**config.mk**
```make
export PLATFORM = sky130hd
export DESIGN_NAME = pcp_ctrl
export DESIGN_NICKNAME = d
export VERILOG_FILES = /design/src/pcp_pkg.sv /design/src/pcp_ctrl.sv
export SDC_FILE = /design/constraint.sdc
export NUM_CORES = 1
export LEC_CHECK = 0
export BUFFER_PORTS_ARGS = -buffer_cell sky130_fd_sc_hd__buf_2
export CAP_MARGIN = 15
export CORE_AREA = 2 2 39 41
export CTS_CLUSTER_SIZE = 20
export DETAILED_ROUTE_END_ITERATION = 6
export DIE_AREA = 0 0 41 43
export GPL_TIMING_DRIVEN = 0
export PLACE_DENSITY = 0.53
export SLEW_MARGIN = 20
export SYNTH_ARGS = -nofsm -noshare
export SYNTH_HDL_FRONTEND = slang
export SYNTH_SLANG_ARGS = --single-unit
```
**constraint.sdc**
```tcl
create_clock -name clk -period 1.7 [get_ports clk]
set_input_delay 0.425 -clock clk [delete_from_list [all_inputs] [get_ports clk]]
set_output_delay 0.425 -clock clk [all_outputs]
set_load 0.005 [all_outputs]
```
**src/pcp_pkg.sv**
```systemverilog
// ----------------------------------------------------------------------------
// pcp_pkg
// Shared types and constants for the pair correlator product block.
// ----------------------------------------------------------------------------
package pcp_pkg;

  localparam logic [63:0] ONE_BITS  = 64'h3FF0_0000_0000_0000;
  localparam logic [63:0] QNAN_BITS = 64'hFFF8_0000_0000_0000;

  localparam logic FUNC_WRITE = 1'b0;
  localparam logic FUNC_EVAL  = 1'b1;

  typedef enum logic [2:0] {
    C_CLEAR,
    C_IDLE,
    C_SCAN,
    C_READ,
    C_MUL,
    C_FINISH
  } ctrl_state_t;

  typedef enum logic [2:0] {
    FM_IDLE,
    FM_PP,
    FM_NORM,
    FM_ROUND,
    FM_DONE
  } fmul_state_t;

  typedef struct packed {
    logic clr_en;
    logic wr_en;
    logic eval_load;
    logic scan_adv;
    logic rd_en;
    logic mul_start;
    logic out_load;
  } pcp_cmd_t;

  typedef struct packed {
    logic clr_last;
    logic pair_occ;
    logic pair_last;
    logic mul_done;
    logic out_full;
  } pcp_status_t;

endpackage

```
**src/pcp_ctrl.sv**
```systemverilog
// ----------------------------------------------------------------------------
// pcp_ctrl
// Controller: table clearing after reset, request intake, pair scan and
// multiply sequencing.
// ----------------------------------------------------------------------------
module pcp_ctrl
  import pcp_pkg::*;
(
  input  logic        clk,
  input  logic        rst_n,
  input  logic        in_valid,
  input  logic        in_func,
  output logic        in_stall,
  input  pcp_status_t status,
  output pcp_cmd_t    cmd
);

  ctrl_state_t state_r, state_nxt;

  always_ff @(posedge clk) begin
    if (!rst_n) begin
      state_r <= C_CLEAR;
    end else begin
      state_r <= state_nxt;
    end
  end

  always_comb begin
    state_nxt = state_r;
    cmd       = '0;
    in_stall  = 1'b1;
    unique case (state_r)
      C_CLEAR: begin
        cmd.clr_en = 1'b1;
        if (status.clr_last) state_nxt = C_IDLE;
      end
      C_IDLE: begin
        in_stall = 1'b0;
        if (in_valid) begin
          if (in_func == FUNC_WRITE) begin
            cmd.wr_en = 1'b1;
          end else begin
            cmd.eval_load = 1'b1;
            state_nxt     = C_SCAN;
          end
        end
      end
      C_SCAN: begin
        if (status.pair_occ) begin
          cmd.rd_en = 1'b1;
          state_nxt = C_READ;
        end else if (status.pair_last) begin
          state_nxt = C_FINISH;
        end else begin
          cmd.scan_adv = 1'b1;
        end
      end
      C_READ: begin
        cmd.mul_start = 1'b1;
        state_nxt     = C_MUL;
      end
      C_MUL: begin
        if (status.mul_done) begin
          if (status.pair_last) begin
            state_nxt = C_FINISH;
          end else begin
            cmd.scan_adv = 1'b1;
            state_nxt    = C_SCAN;
          end
        end
      end
      C_FINISH: begin
        // hold until the result register can take the product
        if (!status.out_full) begin
          cmd.out_load = 1'b1;
          state_nxt    = C_IDLE;
        end
      end
      default: state_nxt = C_IDLE;
    endcase
  end

endmodule

```
Yosys cells after proc, flatten, opt, wreduce, memory -nomap -nowiden
Index checks and enable logic that the tools add are counted.
- bits in registers: 3
- bits of input ports: 9
- eq/ne operators: 11
- muxes and demuxes: 24
- reduce and logical (&&, ||, !) cells: 2
- operator list (kind ; count):
    3-bit 2-to-1 mux ; 8
    3-bit case mux with 6 select lines ; 1
    1-bit 2-to-1 mux ; 12
    2-bit != test, second input constant ; 5
    3-bit by 2-bit equality test with 1-bit output, second input constant ; 2
    3-bit equality test, second input constant ; 2
    6-bit AND reduction ; 1
    2-bit 2-to-1 mux ; 2
    3-bit by 1-bit equality test with 1-bit output, second input constant ; 1
    3-bit zero test ; 1
    3-bit != test, second input constant ; 1
    1-bit case mux with 2 select lines ; 1

Depth between registers and ports, before layout
- depth in word-level cells: 3
- mapped depth: 5
- mapped depth without buffers: 4

Worst setup path after synthesis
No wires, ideal clock.
- path kind: flip-flop to output port
- start point: register state_r[1]
- end point: output cmd[4] in the netlist's numbering
- arrival: 0.930 ns
- data required time: 1.275 ns
- setup slack: 0.345 ns
- stages on the path, launching flop included: 5
- cell sequence: dfxtp_1 > buf_2 > nand2b_1 > nor2_1 > and3_1
- RTL lines (item ; RTL line ; source):
    from (decl) ; pcp_ctrl.sv:18 ; ctrl_state_t state_r, state_nxt;
    from (signal assigned) ; pcp_ctrl.sv:24 ; state_r <= state_nxt;
    to (decl) ; pcp_ctrl.sv:15 ; output pcp_cmd_t cmd

==> reports/results.ini <==
[die]
core-area_mm2=0.00138
die_h_um=43
rows=14
die_w_um=41
io-pin-count=17
initial_utilization=0.251
dieArea_mm2=0.00176

[detailed_routing]
wire_per_inst_um=10.0
firstDrtPassIters=4
drc_errors=0
first_iter_violations=7
wirelength_um=822
num_vias=388
vias_per_cell=4.73
postRouteAntennaNets=0

[sta]
setup_tns_ns=0
worst_slew_pin_slew_ns=0.443
hold_viol=0
period_minus_slack_ns=1.62
max_freq_mhz=616
finClkSkew_ns=0.00201
drv_slew=0
max_slew_margin=0.702
rsz0062_at_grt=no
post-route-period-util=0.954
setup_viol=0

[critical_path]
cp_max_fo=10
cp_data_required_time_ns=1.27
worstSetupPathType=reg2out
critPathCaptureType=output port
startpoint_type=flip-flop
cp_data_arrival_time_ns=1.20

[hold_path]
hp-class=in2reg

[logic_synthesis]
synth_cell_types=26
synthArstFlopShare=0
syn_inst=44
synth-main-ff-cell=dfxtp_1
synth_warnings=0
ys_seq_area_frac=0.173
syn-mean-instance-area_um2=7.91
synthesis.area_um2=348
synth_nets=53
synth-edff-count=0
synth_seq_cells=3

[layout]
antenna-diode-count=0
final_common_cell=buf_2
largest_reg_flops=3
final_util=0.382
nNetsFinal=76
final_layout_size_suffix_gt1_frac=0.515
syn_to_final_growth_pct=51.8
top_regs=state_r (3)
final_cell_mix=16 x buf_2, 4 x nand2b_1, 4 x nor2_1
top_register=state_r

[cts]
clk_latency_ns=0.23
cts_buffers=3
clk_pin_slew_ns=0.03
cts_tree=built
cts_sinks=3
cts_buffer_depth=2
ctsHtreeMaxLevel=1
root_buffer=clkbuf_4

[global_route]
grtUsageTotal=0.0872
grt_max_degree=11
overflow=0
antenna_found_initial=0
grt_pass1_vias=290
grt_first_pass_wirelength_um=1090

[pwr]
finalPower_uw=919
ir_drop_mv=0.507
p_per_area_mw_per_mm2=1740
power_leakage_uw=0.000229

[run]
drv_cap=0

[outcome]
status=finished clean

[placement]
gp_congestion=0.753
hpwl_um=636
portBuffers=16

==> kinds of logic after synthesis <==
family,Yosys count,share of synthesized area
and+or+nand+nor,25,0.439
AOI/OAI and AO/OA,10,0.288
buffers and inverters,6,0.101
DFF,3,0.173
==> final timing paths <==
path                              endpoint       start  depth (start not counted)  slack [ns]
worst min-delay path            state_r[1]       rst_n                          2        0.45
worst max register to register  state_r[2]  state_r[2]                          6        0.34
worst max-delay path                cmd[3]  state_r[1]                          5        0.08
worst min register to register  state_r[0]  state_r[2]                          2        0.61
==> report_power, final <==
part / internal (uW) / switching (uW)
clock network: 87.7 / 33.0
logic: 346 / 298
registers: 114 / 40.6
total: 547 / 372
==> area by class of cell <==
type	count	area (um2)
flip-flops and latches	3	65.1
inverters	3	11.3
well taps	16	20.0
multi-input cells	35	273
repair buffers	18	95.1
clock buffers	4	26.3
fillers	150	856
plain buffers	3	37.5
==> worst max-delay path: stages (launching register included) <==
cell	delay [ns]
dfxtp_1	0.31
buf_6	0.15
nand2b_4	0.07
o22a_1	0.19
nor3_1	0.12
buf_2	0.14
==> Yosys cell counts (2+ instances only) <==
master    count  share of area
nand2b_1      5          0.090
nor2_1        5          0.054
dfxtp_1       3           0.17
inv_1         3          0.032
a21oi_1       2          0.029
and3_1        2          0.036
nand2_1       2          0.022
nand2b_2      2          0.050
nor2b_1       2          0.036
nor3_1        2          0.029
==> metrics by stage <==
stage | cells | cell area, um2 | setup slack (ns) | hold WS, ns
CTS | 80 | 482 | 0.00192 | 0.451
finish | 82 | 528 | 0.0774 | 0.452
floorplan | 44 | 348 | 0.345 | 0.571
detailed placement | 76 | 448 | 0.170 | 0.687
global placement | 76 | 448 | 0.171 | 0.677
global route | 82 | 528 | 0.00960 | 0.459
==> repair_timing <==
item                       4_1_cts  5_1_grt
pin swaps                        0        1
resized for setup                4        7
hold buffers                     0        0
buffers inserted                 0        2
setup endpoints to repair        3        3
==> per-layer routing <==
metal	global-route usage	share of wire	vias to the layer above
li1	-	-	201
met1	0.115	0.45	173
met2	0.131	0.47	14
met3	0.0314	0.082	0
met4	0.0200	0	0
met5	0	0	-
Note: power is estimated with default switching activity, not from simulation.
